[config.mk]
export PLATFORM = sky130hd
export DESIGN_NAME = dur_fifo
export DESIGN_NICKNAME = d
export VERILOG_FILES = /design/src/hdl/dur_pkg.sv /design/src/hdl/dur_fifo.sv
export SDC_FILE = /design/constraint.sdc
export NUM_CORES = 1
export LEC_CHECK = 0
export BUFFER_PORTS_ARGS = -buffer_cell sky130_fd_sc_hd__buf_4
export CORE_MARGIN = 2
export CORE_UTILIZATION = 45
export CTS_BUF_LIST = sky130_fd_sc_hd__clkbuf_8
export DETAILED_ROUTE_END_ITERATION = 10
export HOLD_SLACK_MARGIN = 0.08
export SLEW_MARGIN = 20
export SYNTH_ARGS = -nofsm -noshare
export SYNTH_HDL_FRONTEND = slang
export SYNTH_SLANG_ARGS = --single-unit
export TNS_END_PERCENT = 5
[constraint.sdc]
create_clock -name aclk -period 2.7 [get_ports aclk]
set_clock_uncertainty 0.05 [all_clocks]
set_input_delay 0.135 -clock aclk [delete_from_list [all_inputs] [get_ports aclk]]
set_output_delay 0.135 -clock aclk [all_outputs]
set_load 0.005 [all_outputs]
[src/hdl/dur_pkg.sv]
package dur_pkg;

    // Queue between the classifier and the parser
    localparam int QUEUE_DEPTH = 4;
    localparam int QUEUE_PTR_W = $clog2(QUEUE_DEPTH);

    // Fixed field widths
    localparam int CHAR_W      = 8;
    localparam int STATUS_W    = 3;
    localparam int SECONDS_W   = 31;
    localparam int DEFAULT_W   = 31;
    localparam int UNIT_SECS_W = 29;
    localparam int OUT_TDATA_W = 40;
    localparam int UNIT_COUNT  = 8;

    // Character codes
    localparam logic [7:0] CHAR_SPACE = 8'h20;
    localparam logic [7:0] CHAR_COMMA = 8'h2C;
    localparam logic [7:0] CHAR_COLON = 8'h3A;
    localparam logic [7:0] CHAR_ZERO  = 8'h30;
    localparam logic [7:0] CHAR_NINE  = 8'h39;
    localparam logic [7:0] CHAR_UP_A  = 8'h41;
    localparam logic [7:0] CHAR_UP_Z  = 8'h5A;
    localparam logic [7:0] CHAR_LO_A  = 8'h61;
    localparam logic [7:0] CHAR_LO_Z  = 8'h7A;
    localparam logic [7:0] CASE_BIT   = 8'h20;

    typedef enum logic [2:0] {
        ST_OK       = 3'd0,
        ST_BLANK    = 3'd1,
        ST_INVALID  = 3'd2,
        ST_COLONS   = 3'd3,
        ST_OVERFLOW = 3'd4
    } status_t;

    typedef enum logic [1:0] {
        CF_HOURS   = 2'd0,
        CF_MINUTES = 2'd1,
        CF_SECONDS = 2'd2,
        CF_BEYOND  = 2'd3
    } colon_field_t;

    // One classified character
    typedef struct packed {
        logic [7:0] ch;
        logic       ws;
        logic       dig;
        logic [3:0] dval;
        logic       alcom;
        logic       colon;
        logic       last;
    } dur_item_t;

    // Control half of a finish request
    typedef struct packed {
        status_t status;
        logic    mul;
    } fin_ctl_t;

    // Unit word text, left aligned, zero filled
    function automatic logic [7:0] unit_char(input logic [2:0] idx, input logic [2:0] pos);
        logic [63:0] txt;
        logic [5:0]  bit_pos;
        case (idx)
            3'd0: txt = {"sec", 40'h0};
            3'd1: txt = {"min", 40'h0};
            3'd2: txt = {"hour", 32'h0};
            3'd3: txt = {"day", 40'h0};
            3'd4: txt = {"week", 32'h0};
            3'd5: txt = {"month", 24'h0};
            3'd6: txt = {"year", 32'h0};
            default: txt = {"forever", 8'h0};
        endcase
        bit_pos = {3'd7 - pos, 3'b000};
        return txt[bit_pos +: 8];
    endfunction

    function automatic logic [2:0] unit_len(input logic [2:0] idx);
        case (idx)
            3'd0: return 3'd3;
            3'd1: return 3'd3;
            3'd2: return 3'd4;
            3'd3: return 3'd3;
            3'd4: return 3'd4;
            3'd5: return 3'd5;
            3'd6: return 3'd4;
            default: return 3'd7;
        endcase
    endfunction

    function automatic logic [UNIT_SECS_W-1:0] unit_secs(input logic [2:0] idx);
        case (idx)
            3'd0: return 29'd1;
            3'd1: return 29'd60;
            3'd2: return 29'd3600;
            3'd3: return 29'd86400;
            3'd4: return 29'd604800;
            3'd5: return 29'd2592000;
            3'd6: return 29'd31536000;
            default: return 29'd315360000;
        endcase
    endfunction

    function automatic logic [UNIT_SECS_W-1:0] field_weight(input colon_field_t cf);
        case (cf)
            CF_HOURS:   return 29'd3600;
            CF_MINUTES: return 29'd60;
            CF_SECONDS: return 29'd1;
            default:    return 29'd0;
        endcase
    endfunction

endpackage

[src/hdl/dur_fifo.sv]
module dur_fifo (
    input  logic               aclk,
    input  logic               aresetn,
    input  logic               wr_valid,
    output logic               wr_ready,
    input  dur_pkg::dur_item_t wr_item,
    output logic               rd_valid,
    input  logic               rd_ready,
    output dur_pkg::dur_item_t rd_item
);

    localparam int DEPTH = dur_pkg::QUEUE_DEPTH;
    localparam int PW    = dur_pkg::QUEUE_PTR_W;

    dur_pkg::dur_item_t mem_reg [DEPTH];
    logic [PW-1:0]      wr_ptr_reg;
    logic [PW-1:0]      rd_ptr_reg;
    logic [PW:0]        count_reg;
    logic               push;
    logic               pop;

    assign wr_ready = (count_reg != (PW+1)'(DEPTH));
    assign rd_valid = (count_reg != '0);
    assign rd_item  = mem_reg[rd_ptr_reg];
    assign push     = wr_valid && wr_ready;
    assign pop      = rd_valid && rd_ready;

    // Store the beat
    always_ff @(posedge aclk) begin
        if (push) begin
            mem_reg[wr_ptr_reg] <= wr_item;
        end
    end

    // Advance pointers and occupancy
    always_ff @(posedge aclk) begin
        if (!aresetn) begin
            wr_ptr_reg <= '0;
            rd_ptr_reg <= '0;
            count_reg  <= '0;
        end else begin
            if (push) begin
                wr_ptr_reg <= wr_ptr_reg + PW'(1);
            end
            if (pop) begin
                rd_ptr_reg <= rd_ptr_reg + PW'(1);
            end
            case ({push, pop})
                2'b10:   count_reg <= count_reg + (PW+1)'(1);
                2'b01:   count_reg <= count_reg - (PW+1)'(1);
                default: count_reg <= count_reg;
            endcase
        end
    end

endmodule

# After elaboration in Yosys (flattened, before gate mapping)
# Memories as Yosys holds them, arrays and structs flattened. A register that Yosys moved wholly into a read port is not among the register bits.
# Cells that the tools add are included.
[word_totals]
reg_bits = 7
mem_bits_rw = 68
input_bits = 21
out_inout_bits = 19
word_cells = 20
memories = 1
[op_classes]
addsub = 4
n_eq_ne = 3
muxes = 5
reduce_logical = 4
[mem_list]
columns = ["memory", "depth", "width", "read_ports", "rd_clocked_by_memory_dff", "wr", "line", "text"]
rows = [
  ["mem_reg", 4, 17, 1, 1, 1, "dur_fifo.sv:15", "dur_pkg::dur_item_t mem_reg [DEPTH];"],
]
[op_table]
columns = ["op", "n"]
rows = [
  ["$pmux 3 s2", 1],
  ["$add 2x1->2 const B", 2],
  ["$mux 2", 2],
  ["$add 3x1->3 const B", 1],
  ["$ne 3x3->1 const B", 1],
  ["$reduce_bool 3->1", 1],
  ["$sub 3x1->3 const B", 1],
  ["$eq 2x1->1 const B", 1],
  ["$eq 2x2->1 const B", 1],
  ["$logic_and 1x1->1", 2],
  ["$mux 1", 2],
  ["$reduce_bool 2->1", 1],
]

# Longest topological paths before layout
# Gate-level depths: netlist of run 1.
[logic_depth]
word_depth = 4
ltp_mapped = 9
mapped_depth_nobuf = 9

# Worst setup path before layout of run 1
# No wires, ideal clock.
[synth_path]
path_kind = "register -> register"
startpoint = "register count_reg[1]"
endpoint = "register count_reg[2]"
setup_ps = 76
t_arrival_ps = 1830
t_required_ps = 2574
setup_slack_ps = 744
path_stages_with_launch = 10
n_path_buf = 0
period_less_slack_ps = 1956
cell_sequence = "dfxtp_1 -> nor2_1 -> a21boi_2 -> inv_1 -> ha_1 -> inv_1 -> fa_1 -> xor2_1 -> or3_1 -> a21boi_0"
[synth_between]
elab_chain_len = 4
elab_cells_between_ends = 10
cone_classes = "add/sub: 2; eq/ne: 3; mux: 1; reduce/logical: 4"
[synth_rtl]
columns = ["item", "line", "text"]
rows = [
  ["start, declared", "dur_fifo.sv:18", "logic [PW:0] count_reg;"],
  ["start signal, assigned", "dur_fifo.sv:49", "2'b10: count_reg <= count_reg + (PW+1)'(1);"],
  ["start signal, assigned", "dur_fifo.sv:50", "2'b01: count_reg <= count_reg - (PW+1)'(1);"],
  ["start signal, assigned", "dur_fifo.sv:51", "default: count_reg <= count_reg;"],
  ["$ne 3x3->1 / $reduce_bool 3->1 (equally long branches)", "dur_fifo.sv:22, dur_fifo.sv:23", ""],
  ["$logic_and 1x1->1, on equally long branches", "dur_fifo.sv:25, dur_fifo.sv:26", ""],
  ["$eq 2x1->1 / $eq 2x2->1 (equally long branches)", "dur_fifo.sv:48", "case ({push, pop})"],
  ["$pmux 3 s2 / $reduce_bool 2->1 (equally long branches)", "n/a", ""],
]
# Several ways; a longest one is shown, not always the timed one.
# A chain may end at the register's enable or synchronous reset.

# Worst setup path after layout of run 1
[layout_path]
startpoint = "register count_reg[0]"
endpoint = "register count_reg[2]"
# Same word-level chain as after synthesis.

==> load_flow_metrics.sql, run 1 <==
INSERT INTO impl_metrics (metric_group, metric, value, unit) VALUES
('layout', 'area.growth.synth_to_final', '24.90', '%'),
('synth', 'postSynthNetCount', '168', ''),
('synth', 'yosysSeqAreaShare', '74.43', '%'),
('critical_path', 'timing.setup.critical_path_class', 'reg2reg', ''),
('floorplanning', 'core-area', '6386', 'sq um'),
('layout', 'antenna-diode-count', '0', ''),
('cts', 'cts_max_path_buffers', '2', ''),
('synth', 'yosys-top-cells-area', 'sky130_fd_sc_hd__edfxtp_1, sky130_fd_sc_hd__mux4_2, sky130_fd_sc_hd__mux4_1', ''),
('synth', 'ys_ff_latch', '77', ''),
('cts', 'post_cts.repair.setup_buffers', '0', ''),
('cts', 'tritoncts.num_buffers', '9', ''),
('layout', 'drive_gt1_share', '32.71', '%'),
('run', 'max_cap_viol_count', '0', ''),
('detailed_routing', 'routed_wire_length_per_instance', '17.19', 'um'),
('layout', 'multi_input_comb_area', '695.7', 'sq um'),
('synth', 'synth.lib_cells_used.distinct', '24', ''),
('timing', 'max_freq', '457.7', 'MHz'),
('timing', 'hold_viol', '0', ''),
('critical_path', 'worst_setup_path_start_kind', 'register', ''),
('cts', 'holdBufCountCts', '18', ''),
('detailed_routing', 'wl', '5001', 'um'),
('synth', 'yosys_warnings', '0', ''),
('detailed_routing', 'routed_via_density', '5.192', ''),
('timing', 'finalCriticalPeriod', '2.185', 'ns'),
('critical_path', 'critPathRequiredTime', '2.90', 'ns'),
('layout', 'n_fill_cell', '483', ''),
('global_route', 'track_usage', '15.14', '%'),
('min_path', 'hold_class', 'in2reg', ''),
('synth', 'post-synth-top-area-cell', 'sky130_fd_sc_hd__edfxtp_1', ''),
('floorplanning', 'die_outline_area', '7302', 'sq um'),
('placement', 'gpl.final_weighted_congestion', '0.6430', ''),
('timing', 'setup_total_negative_slack', '0', 'ns'),
('power_and_ir_drop', 'ir_worst_vdd', '0.0004325', 'V'),
('global_route', 'first_global_vias', '1662', ''),
('floorplanning', 'floorplan.initialDensity', '46.75', '%'),
('placement', 'pre_cts_slack', '0.5464', 'ns'),
('timing', 'finalHoldWorstSlack', '0.2259', 'ns'),
('cts', 'ctsResizeCount', '0', ''),
('detailed_routing', 'detail_route.drc_violations', '0', ''),
('layout', 'register_area', '2222', 'sq um'),
('cts', 'cts_tree', 'done', ''),
('cts', 'h-tree-depth', '3', ''),
('layout', 'finalNetCount', '236', ''),
('synth', 'yosysMostFrequentCell', 'sky130_fd_sc_hd__edfxtp_1', ''),
('status', 'outcome', 'finished, final reports clean', ''),
('detailed_routing', 'drtIter0Drc', '51', ''),
('floorplanning', 'dieHeight', '85.45', 'um'),
('layout', 'final_cell_count_no_fill', '291', ''),
('placement', 'post-place-cells', '257', ''),
('detailed_routing', 'detailroute.via_count', '1511', ''),
('critical_path', 'endpoint_kind', 'register', ''),
('cts', 'clk_latency', '0.32', 'ns'),
('placement', 'detailedPlacementHpwl', '3094', 'um'),
('synth', 'yosysTopAreaCellShare', '68.40', '%'),
('timing', 'finalCritPeriodShare', '80.91', '%'),
('detailed_routing', 'route.antenna.remaining_nets', '0', ''),
('synth', 'number_of_flops_mapped_to_enable_cells_by_yosys', '68', ''),
('global_route', 'gr-total-overflow', '0', ''),
('global_route', 'grt_first_pass_wirelength', '8073', 'um'),
('timing', 'report.final.setup_viol', '0', ''),
('power_and_ir_drop', 'leakage', '0.001327', 'uW'),
('floorplanning', 'row_count', '29', ''),
('synth', 'synth.cell_area', '2985', 'sq um'),
('placement', 'portBuffers', '39', ''),
('synth', 'most_numerous_cell_types_in_the_synthesized_netlist', 'sky130_fd_sc_hd__edfxtp_1, sky130_fd_sc_hd__mux4_2, sky130_fd_sc_hd__dfxtp_1', ''),
('cts', 'path_clk_slew', '0.07', 'ns'),
('cts', 'ctsRootBufferMaster', 'sky130_fd_sc_hd__clkbuf_8', ''),
('layout', 'largest_register_ff_count', '68', ''),
('timing', 'final_report_max_slew_violation_count', '0', ''),
('critical_path', 'timing.critical_path.arrival', '2.39', 'ns'),
('power_and_ir_drop', 'total_power', '3101', 'uW');
-- worst max-delay path: stages (launching register included) --
cell                       delay [ns]
sky130_fd_sc_hd__dfxtp_1         0.37
sky130_fd_sc_hd__nor2_1          0.18
sky130_fd_sc_hd__a21boi_2        0.14
sky130_fd_sc_hd__inv_1           0.09
sky130_fd_sc_hd__ha_1            0.19
sky130_fd_sc_hd__inv_1           0.07
sky130_fd_sc_hd__fa_1            0.39
sky130_fd_sc_hd__xor2_1          0.16
sky130_fd_sc_hd__or3_1           0.30
sky130_fd_sc_hd__a21boi_0        0.17
-- cells in the final DEF, fill, tap and decap left out, types with 2 or more instances in the layout --
cell                            instances
sky130_fd_sc_hd__and2_1                 7
sky130_fd_sc_hd__buf_4                 44
sky130_fd_sc_hd__clkbuf_8               9
sky130_fd_sc_hd__clkinv_2               4
sky130_fd_sc_hd__dfxtp_1                9
sky130_fd_sc_hd__dlygate4sd3_1         18
sky130_fd_sc_hd__edfxtp_1              68
sky130_fd_sc_hd__ha_1                   5
sky130_fd_sc_hd__inv_1                  7
sky130_fd_sc_hd__mux2i_1                2
sky130_fd_sc_hd__mux4_1                 7
sky130_fd_sc_hd__mux4_2                10
sky130_fd_sc_hd__nand2_1                6
sky130_fd_sc_hd__nor2b_1                2
sky130_fd_sc_hd__o21ai_0                2
sky130_fd_sc_hd__or3_1                  2
sky130_fd_sc_hd__xnor2_1                3
-- final timing paths --
| kind | slack [ns] | to | start | cells after the start |
|---|---|---|---|---|
| hold / removal | 0.23 | register | rd_ready | 4 |
| hold reg to reg | 0.46 | wr_ptr_reg[1]$_SDFFE_PN0P_ | wr_ptr_reg[1]$_SDFFE_PN0P_ | 2 |
| setup / recovery | 0.52 | count_reg[2]$_SDFFE_PN0P_ | count_reg[0]$_SDFFE_PN0P_ | 9 |
| setup reg to reg | 0.52 | count_reg[2]$_SDFFE_PN0P_ | count_reg[0]$_SDFFE_PN0P_ | 9 |
-- through the flow --
step | cell area, sq um | utilization [%]
floorplan | 2985 | -
global placement | 3367 | 52.72
detailed placement | 3367 | 52.72
CTS | 3729 | 58.39
global route | 3729 | 58.39
finish | 3729 | 58.39
-- power breakdown --
| part | leakage [uW] | switching [uW] | total, uW | internal, uW |
|---|---|---|---|---|
| Sequential | 0.000698 | 74.6 | 1520 | 1440 |
| Combinational | 0.000528 | 336 | 802 | 467 |
| Clock | 0.000101 | 369 | 782 | 414 |
| Total | 0.00133 | 779 | 3100 | 2320 |
-- cell type report --
| class | count | share of cell area [%] |
|---|---|---|
| Inverter | 6 | 0.6040 |
| Multi-Input combinational cell | 53 | 18.66 |
| Clock buffer | 9 | 3.322 |
| Tap cell | 77 | 2.584 |
| Clock inverter | 7 | 1.544 |
| Timing Repair Buffer | 62 | 13.69 |
| Sequential cell | 77 | 59.60 |
-- logic make-up (layout without fill, tap and decap cells) --
family | Yosys count | in the layout | synth area share [%]
flops | 77 | 77 | 74.43
mux | 19 | 19 | 14.38
simple gates | 18 | 18 | 3.185
buf+inv | 11 | 84 | 2.263
fa+ha+maj | 6 | 6 | 2.766
compound gates | 6 | 6 | 1.802
xor+xnor | 4 | 4 | 1.174
-- routing by layer --
| layer | share of wire (%) | vias to the layer above | GRT usage, % |
|---|---|---|---|
| li1 | - | 699 | - |
| met4 | 2.5 | 0 | 8.225 |
| met2 | 52 | 34 | 25.57 |
| met3 | 3.7 | 10 | 3.016 |
| met1 | 42 | 768 | 18.32 |
| met5 | 0 | - | 0 |
No activity file was read; power rests on OpenSTA's default activity.
==> run 2, diff against run 1 <==
PLACE_DENSITY = 0.67   (was unset)
clock period = 1.84 ns   (was 2.7 ns; I/O delays follow)
==> run 2 against run 1 <==
- the run now ends with setup timing left
- sequential share of layout area down 2.6 points
- worst setup slack worse by 0.55 ns
- critical path depth did not move
- cell count rose by 3.4%
- largest power group unchanged
- cell area grew 4.9%
==> load_flow_metrics.sql, run 2 (same netlist as run 1, synthesis figures left out) <==
INSERT INTO impl_metrics (metric_group, metric, value, unit) VALUES
('timing', 'max_freq', '533.6', 'MHz'),
('critical_path', 'critical_path.slowest_cell', 'sky130_fd_sc_hd__dfxtp_4', ''),
('detailed_routing', 'first_pass_detailed_route_iteration_total', '4', ''),
('timing', 'final_report_max_slew_violation_count', '0', ''),
('global_route', 'first_global_vias', '1664', ''),
('critical_path', 'critPathMaxFanout', '4', ''),
('detailed_routing', 'routed_via_density', '5.130', ''),
('status', 'outcome', 'complete, but fails checks', ''),
('critical_path', 'r2r_slack', '-0.03', 'ns'),
('placement', 'portBuffers', '39', ''),
('global_route', 'track_usage', '15.47', '%'),
('critical_path', 'endpoint_kind', 'register', ''),
('placement', 'gpl.final_weighted_congestion', '0.6453', ''),
('timing', 'finalCriticalPeriod', '1.874', 'ns'),
('layout', 'drive_gt1_share', '40.18', '%'),
('cts', 'cts_max_path_buffers', '2', ''),
('layout', 'area.growth.synth_to_final', '31.06', '%'),
('run', 'max_cap_viol_count', '0', ''),
('layout', 'n_fill_cell', '464', ''),
('min_path', 'hold_class', 'in2reg', ''),
('detailed_routing', 'detail_route.drc_violations', '0', ''),
('timing', 'worst_slack', '-0.03393', 'ns'),
('timing', 'finalCritPeriodShare', '101.8', '%'),
('global_route', 'grt.met1_usage', '17.43', '%'),
('cts', 'tritoncts.num_buffers', '9', ''),
('layout', 'most-common-layout-cells', 'sky130_fd_sc_hd__edfxtp_1, sky130_fd_sc_hd__buf_4, sky130_fd_sc_hd__dlygate4sd3_1', ''),
('floorplanning', 'dieHeight', '85.45', 'um'),
('status', 'violations', 'setup timing', ''),
('global_route', 'grt_first_pass_wirelength', '8128', 'um'),
('layout', 'antenna-diode-count', '0', ''),
('critical_path', 'timing.setup.critical_path_class', 'reg2reg', ''),
('critical_path', 'timing.critical_path.buf_inv', '2', ''),
('layout', 'largest_register_ff_count', '68', ''),
('critical_path', 'slowest_delay', '0.37', 'ns'),
('critical_path', 'critPathRequiredTime', '2.05', 'ns'),
('power_and_ir_drop', 'ir_worst_vdd', '0.0006719', 'V'),
('global_route', 'grt_antenna_before_repair', '0', ''),
('cts', 'clk_latency', '0.33', 'ns'),
('cts', 'path_clk_slew', '0.07', 'ns'),
('timing', 'slew_headroom', '83.74', '%'),
('floorplanning', 'die_outline_area', '7302', 'sq um'),
('floorplanning', 'core-area', '6386', 'sq um'),
('floorplanning', 'floorplan.initialDensity', '46.75', '%'),
('floorplanning', 'top_level_ports', '40', ''),
('placement', 'detailedPlacementHpwl', '3272', 'um'),
('critical_path', 'worst_setup_path_start_kind', 'register', ''),
('placement', 'pre_cts_slack', '-0.06833', 'ns'),
('detailed_routing', 'wl', '5235', 'um'),
('cts', 'h-tree-depth', '3', ''),
('power_and_ir_drop', 'total_power', '4959', 'uW'),
('detailed_routing', 'route.antenna.remaining_nets', '0', ''),
('layout', 'finalNetCount', '246', ''),
('critical_path', 'cell_chain_of_the_critical_path', 'nor2_4 -> a21boi_2 -> inv_1 -> ha_2 -> inv_2 -> fa_2 -> xor2_1 -> or3_1 -> a21boi_1', ''),
('power_and_ir_drop', 'leakage', '0.001395', 'uW'),
('floorplanning', 'die_width', '85.45', 'um'),
('floorplanning', 'row_count', '29', ''),
('global_route', 'globalRouteMet2Util', '27.06', '%'),
('global_route', 'grt-busiest-layer', 'met2', ''),
('power_and_ir_drop', 'power_density', '1267', 'nW/um^2'),
('timing', 'report.final.setup_viol', '1', ''),
('detailed_routing', 'detailroute.via_count', '1544', ''),
('timing', 'tightestPinTransition', '0.2434', 'ns'),
('critical_path', 'timing.critical_path.arrival', '2.09', 'ns'),
('timing', 'grt_setup_unrepaired', 'true', ''),
('timing', 'finalHoldWorstSlack', '0.1601', 'ns'),
('global_route', 'gr-total-overflow', '0', ''),
('timing', 'hold_viol', '0', ''),
('global_route', 'met3_usage', '3.599', '%'),
('detailed_routing', 'drtIter0Drc', '51', ''),
('cts', 'cts_tree', 'done', ''),
('critical_path', 'worst_path_dominant_cell_family', 'adder cells', ''),
('global_route', 'pin_count_of_the_biggest_net_entering_global_routing', '18', ''),
('cts', 'clock_sink_count', '77', ''),
('detailed_routing', 'routed_wire_length_per_instance', '17.39', 'um'),
('layout', 'most_frequent_standard_cell_in_the_layout_excluding_fill_and_tap_cells', 'sky130_fd_sc_hd__edfxtp_1', ''),
('cts', 'ctsRootBufferMaster', 'sky130_fd_sc_hd__clkbuf_8', '');
run 2: final cells by class:
class,instances,area [sq um],area share [%]
inverter,6,22.52,0.5756
timing repair buffer,72,648.1,16.57
clock buffer,9,123.9,3.166
tap,77,96.34,2.462
multi-input combinational,53,700.7,17.91
sequential,77,2231,57.02
clock inverter,7,90.09,2.303
run 2: routing by layer:
layer | up-vias | part of all wire [%] | wire length [um]
li1 | 715 | - | -
met1 | 780 | 41 | 2147
met2 | 37 | 54 | 2804
met3 | 12 | 3.1 | 161
met4 | 0 | 2.3 | 121
met5 | - | 0 | 0
run 2: tightest hold or removal path, cell delays in order:
cell and delay [ns]:
sky130_fd_sc_hd__buf_4 0.12, sky130_fd_sc_hd__o311ai_2 0.07, sky130_fd_sc_hd__xnor2_1 0.06, sky130_fd_sc_hd__and2_1 0.16
run 2: repair_timing:
| action | in CTS | in global routing |
|---|---|---|
| gates resized for setup | 3 | 2 |
| setup endpoints to repair | 2 | 3 |
| hold buffers | 18 | 0 |
| hold endpoints to repair | 77 | 0 |
| pin swaps | 2 | 1 |
| setup buffers | 5 | 1 |
run 2: worst paths after layout:
kind                               from                    endpoint  depth (start not counted)
min reg2reg  wr_ptr_reg[1]$_SDFFE_PN0P_  wr_ptr_reg[1]$_SDFFE_PN0P_                          2
max           count_reg[0]$_SDFFE_PN0P_   count_reg[2]$_SDFFE_PN0P_                          9
max reg2reg   count_reg[0]$_SDFFE_PN0P_   count_reg[2]$_SDFFE_PN0P_                          9
min                            rd_ready  rd_ptr_reg[1]$_SDFFE_PN0P_                          4
run 2: power by group:
group	internal, uW	switching [uW]	total (uW)
clock	756	579	1340
combinational	842	567	1410
sequential	2120	89.8	2210
run 2: metrics by stage:
step | util, % | area (sq um) | instances | TNS [ns]
6_report | 61.27 | 3913 | 301 | -0.03393
5_1_grt | 61.27 | 3913 | 301 | -0.1306
4_1_cts | 61.27 | 3913 | 300 | -0.02446
3_5_place_dp | 54.45 | 3477 | 261 | -0.07342
3_3_place_gp | 54.45 | 3477 | 261 | 0
2_1_floorplan | - | 3003 | 141 | 0
==> run 3, diff against run 2 <==
CORE_MARGIN = unset   (was 2)
==> run 3 against run 2 <==
- the flow still finishes with violations (setup timing)
- sequential share of layout area up 0.75 points
- clock power up 8%
- die area down 4.6%
- core utilization down 0.72 points
- wire length down 1.6%
- non-clock buffer count down 3
- total power up 1.1%
- register-to-register slack better by 0.02 ns
- hold slack better by 0.0065 ns
- sequential power about the same
- cell area down 1.2%
- critical path depth down 2
==> load_flow_metrics.sql, run 3 (same netlist as run 1, synthesis figures left out) <==
INSERT INTO impl_metrics (metric_group, metric, value, unit) VALUES
('timing', 'tightestPinTransition', '0.2803', 'ns'),
('layout', 'most-common-layout-cells', 'sky130_fd_sc_hd__edfxtp_1, sky130_fd_sc_hd__buf_4, sky130_fd_sc_hd__dlygate4sd3_1', ''),
('min_path', 'hold_class', 'in2reg', ''),
('detailed_routing', 'routed_via_density', '5.114', ''),
('cts', 'clock_sink_count', '77', ''),
('power_and_ir_drop', 'leakage', '0.001382', 'uW'),
('timing', 'slew_headroom', '81.31', '%'),
('global_route', 'grt_first_pass_wirelength', '8093', 'um'),
('layout', 'design_area_final', '3866', 'sq um'),
('floorplanning', 'core-area', '6386', 'sq um'),
('floorplanning', 'dieHeight', '83.45', 'um'),
('cts', 'cts_max_path_buffers', '2', ''),
('cts', 'h-tree-depth', '3', ''),
('layout', 'largest_register_ff_count', '68', ''),
('critical_path', 'critPathMaxFanout', '4', ''),
('placement', 'post-place-cells', '261', ''),
('timing', 'max_freq', '540.1', 'MHz'),
('cts', 'tritoncts.num_buffers', '9', ''),
('run', 'max_cap_viol_count', '0', ''),
('timing', 'grt_setup_unrepaired', 'true', ''),
('floorplanning', 'row_count', '29', ''),
('placement', 'portBuffers', '39', ''),
('layout', 'antenna-diode-count', '0', ''),
('critical_path', 'critical_path.slowest_cell', 'sky130_fd_sc_hd__dfxtp_4', ''),
('detailed_routing', 'routed_wire_length_per_instance', '17.35', 'um'),
('global_route', 'grt_antenna_before_repair', '0', ''),
('detailed_routing', 'route.antenna.remaining_nets', '0', ''),
('critical_path', 'timing.setup.critical_path_class', 'reg2reg', ''),
('cts', 'cts_tree', 'done', ''),
('status', 'violations', 'setup timing', ''),
('critical_path', 'cp-startpoint', 'count_reg[0]$_SDFFE_PN0P_', ''),
('detailed_routing', 'wl', '5153', 'um'),
('critical_path', 'timing.critical_path.buf_inv', '1', ''),
('placement', 'dpl-instance-area', '3427', 'sq um'),
('floorplanning', 'die_width', '83.45', 'um'),
('layout', 'most_frequent_standard_cell_in_the_layout_excluding_fill_and_tap_cells', 'sky130_fd_sc_hd__edfxtp_1', ''),
('power_and_ir_drop', 'ir_worst_vdd', '0.0006957', 'V'),
('cts', 'path_clk_slew', '0.07', 'ns'),
('critical_path', 'slowest_delay', '0.37', 'ns'),
('global_route', 'gr-total-overflow', '0', ''),
('layout', 'drive_gt1_share', '39.55', '%'),
('cts', 'clk_latency', '0.34', 'ns'),
('critical_path', 'critPathRequiredTime', '2.06', 'ns'),
('critical_path', 'worst_setup_path_start_kind', 'register', ''),
('min_path', 'startpoint_of_the_lowest_slack_hold_path', 'rd_ready', ''),
('layout', 'area.growth.synth_to_final', '29.51', '%'),
('detailed_routing', 'detailroute.via_count', '1519', ''),
('floorplanning', 'top_level_ports', '40', ''),
('global_route', 'first_global_vias', '1640', ''),
('layout', 'finalNetCount', '243', ''),
('cts', 'ctsRootBufferMaster', 'sky130_fd_sc_hd__clkbuf_8', ''),
('critical_path', 'cell_chain_of_the_critical_path', 'o31a_1 -> ha_4 -> inv_2 -> fa_2 -> xor2_1 -> or3_1 -> a21boi_1', ''),
('detailed_routing', 'first_pass_detailed_route_iteration_total', '4', ''),
('floorplanning', 'die_outline_area', '6964', 'sq um'),
('timing', 'report.final.setup_viol', '1', ''),
('timing', 'hold_viol', '0', ''),
('layout', 'final_core_util', '60.54', '%'),
('critical_path', 'worst_path_dominant_cell_family', 'adder cells', ''),
('global_route', 'track_usage', '16.14', '%'),
('layout', 'final_cell_count_no_fill', '297', ''),
('power_and_ir_drop', 'power_density', '1296', 'nW/um^2'),
('detailed_routing', 'detail_route.drc_violations', '0', ''),
('critical_path', 'timing.critical_path.arrival', '2.07', 'ns'),
('detailed_routing', 'drtIter0Drc', '27', ''),
('placement', 'pre_cts_slack', '-0.05681', 'ns'),
('status', 'outcome', 'complete, but fails checks', ''),
('global_route', 'pin_count_of_the_biggest_net_entering_global_routing', '18', ''),
('timing', 'worst_slack', '-0.01167', 'ns'),
('timing', 'final_report_max_slew_violation_count', '0', ''),
('critical_path', 'r2r-start', 'count_reg[0]$_SDFFE_PN0P_', ''),
('timing', 'finalCritPeriodShare', '100.6', '%'),
('timing', 'finalCriticalPeriod', '1.852', 'ns'),
('floorplanning', 'floorplan.initialDensity', '46.75', '%'),
('placement', 'gpl.final_weighted_congestion', '0.6164', ''),
('critical_path', 'endpoint_kind', 'register', '');
## run 3: cell count changes in the layout (fill, tap and decap cells not counted), sizes merged
cell      previous run  this run
buf                 54        51
clkinv               4         2
clkinvlp             1         0
inv                  6         7
bufinv               2         3
## run 3: final cells by class
type	instances	area, sq um
fill	473	2520
sequential	77	2233
multi-input combinational	53	710.7
timing repair buffer	69	575.6
clock buffer	9	123.9
clock inverter	6	103.9
tap	77	96.34
inverter	6	22.52
## run 3: power by group
part	leakage [uW]	switching (uW)	internal, uW
logic	0.000562	556	796
registers	0.000700	85.0	2130
clock network	0.000120	563	884
## run 3: tightest hold or removal path, delay by kind of cell
kind | cells | cell delay (ns)
AO/OA/AOI/OAI | 1 | 0.08
XOR/XNOR | 1 | 0.06
AND/OR/NAND/NOR | 1 | 0.15
buffers and inverters | 1 | 0.12
## run 3: worst paths after layout
path         depth (start not counted)                          to  slack [ns]
min reg2reg                          2  wr_ptr_reg[0]$_SDFFE_PN0P_        0.47
max                                  7   count_reg[2]$_SDFFE_PN0P_       -0.01
max reg2reg                          7   count_reg[2]$_SDFFE_PN0P_       -0.01
min                                  4  rd_ptr_reg[1]$_SDFFE_PN0P_        0.17
## run 3: repair_timing
item,4_1_cts,5_1_grt
resized for setup,6,2
endpoints found under the hold margin,77,0
buffers inserted,3,0
hold buffers,18,0
pin swaps,4,2
endpoints found under the setup margin,1,3
cloned,0,0
## run 3: layer usage
metal	global-route usage (%)	share of wire [%]
met5	0	0
met4	7.858	1.6
met3	4.649	3.0
met2	28.32	54
met1	18.06	42
## run 3: through the flow
| step | TNS (ns) | total power [uW] | hold slack, ns |
|---|---|---|---|
| 3_3_place_gp | 0 | 3463 | 0.2402 |
| 2_1_floorplan | 0 | 2994 | 0.1409 |
| 4_1_cts | -0.006938 | 5064 | 0.1548 |
| 5_1_grt | -0.08804 | 5254 | 0.1712 |
| 3_5_place_dp | -0.05681 | 3537 | 0.2456 |
| 6_report | -0.01167 | 5011 | 0.1666 |
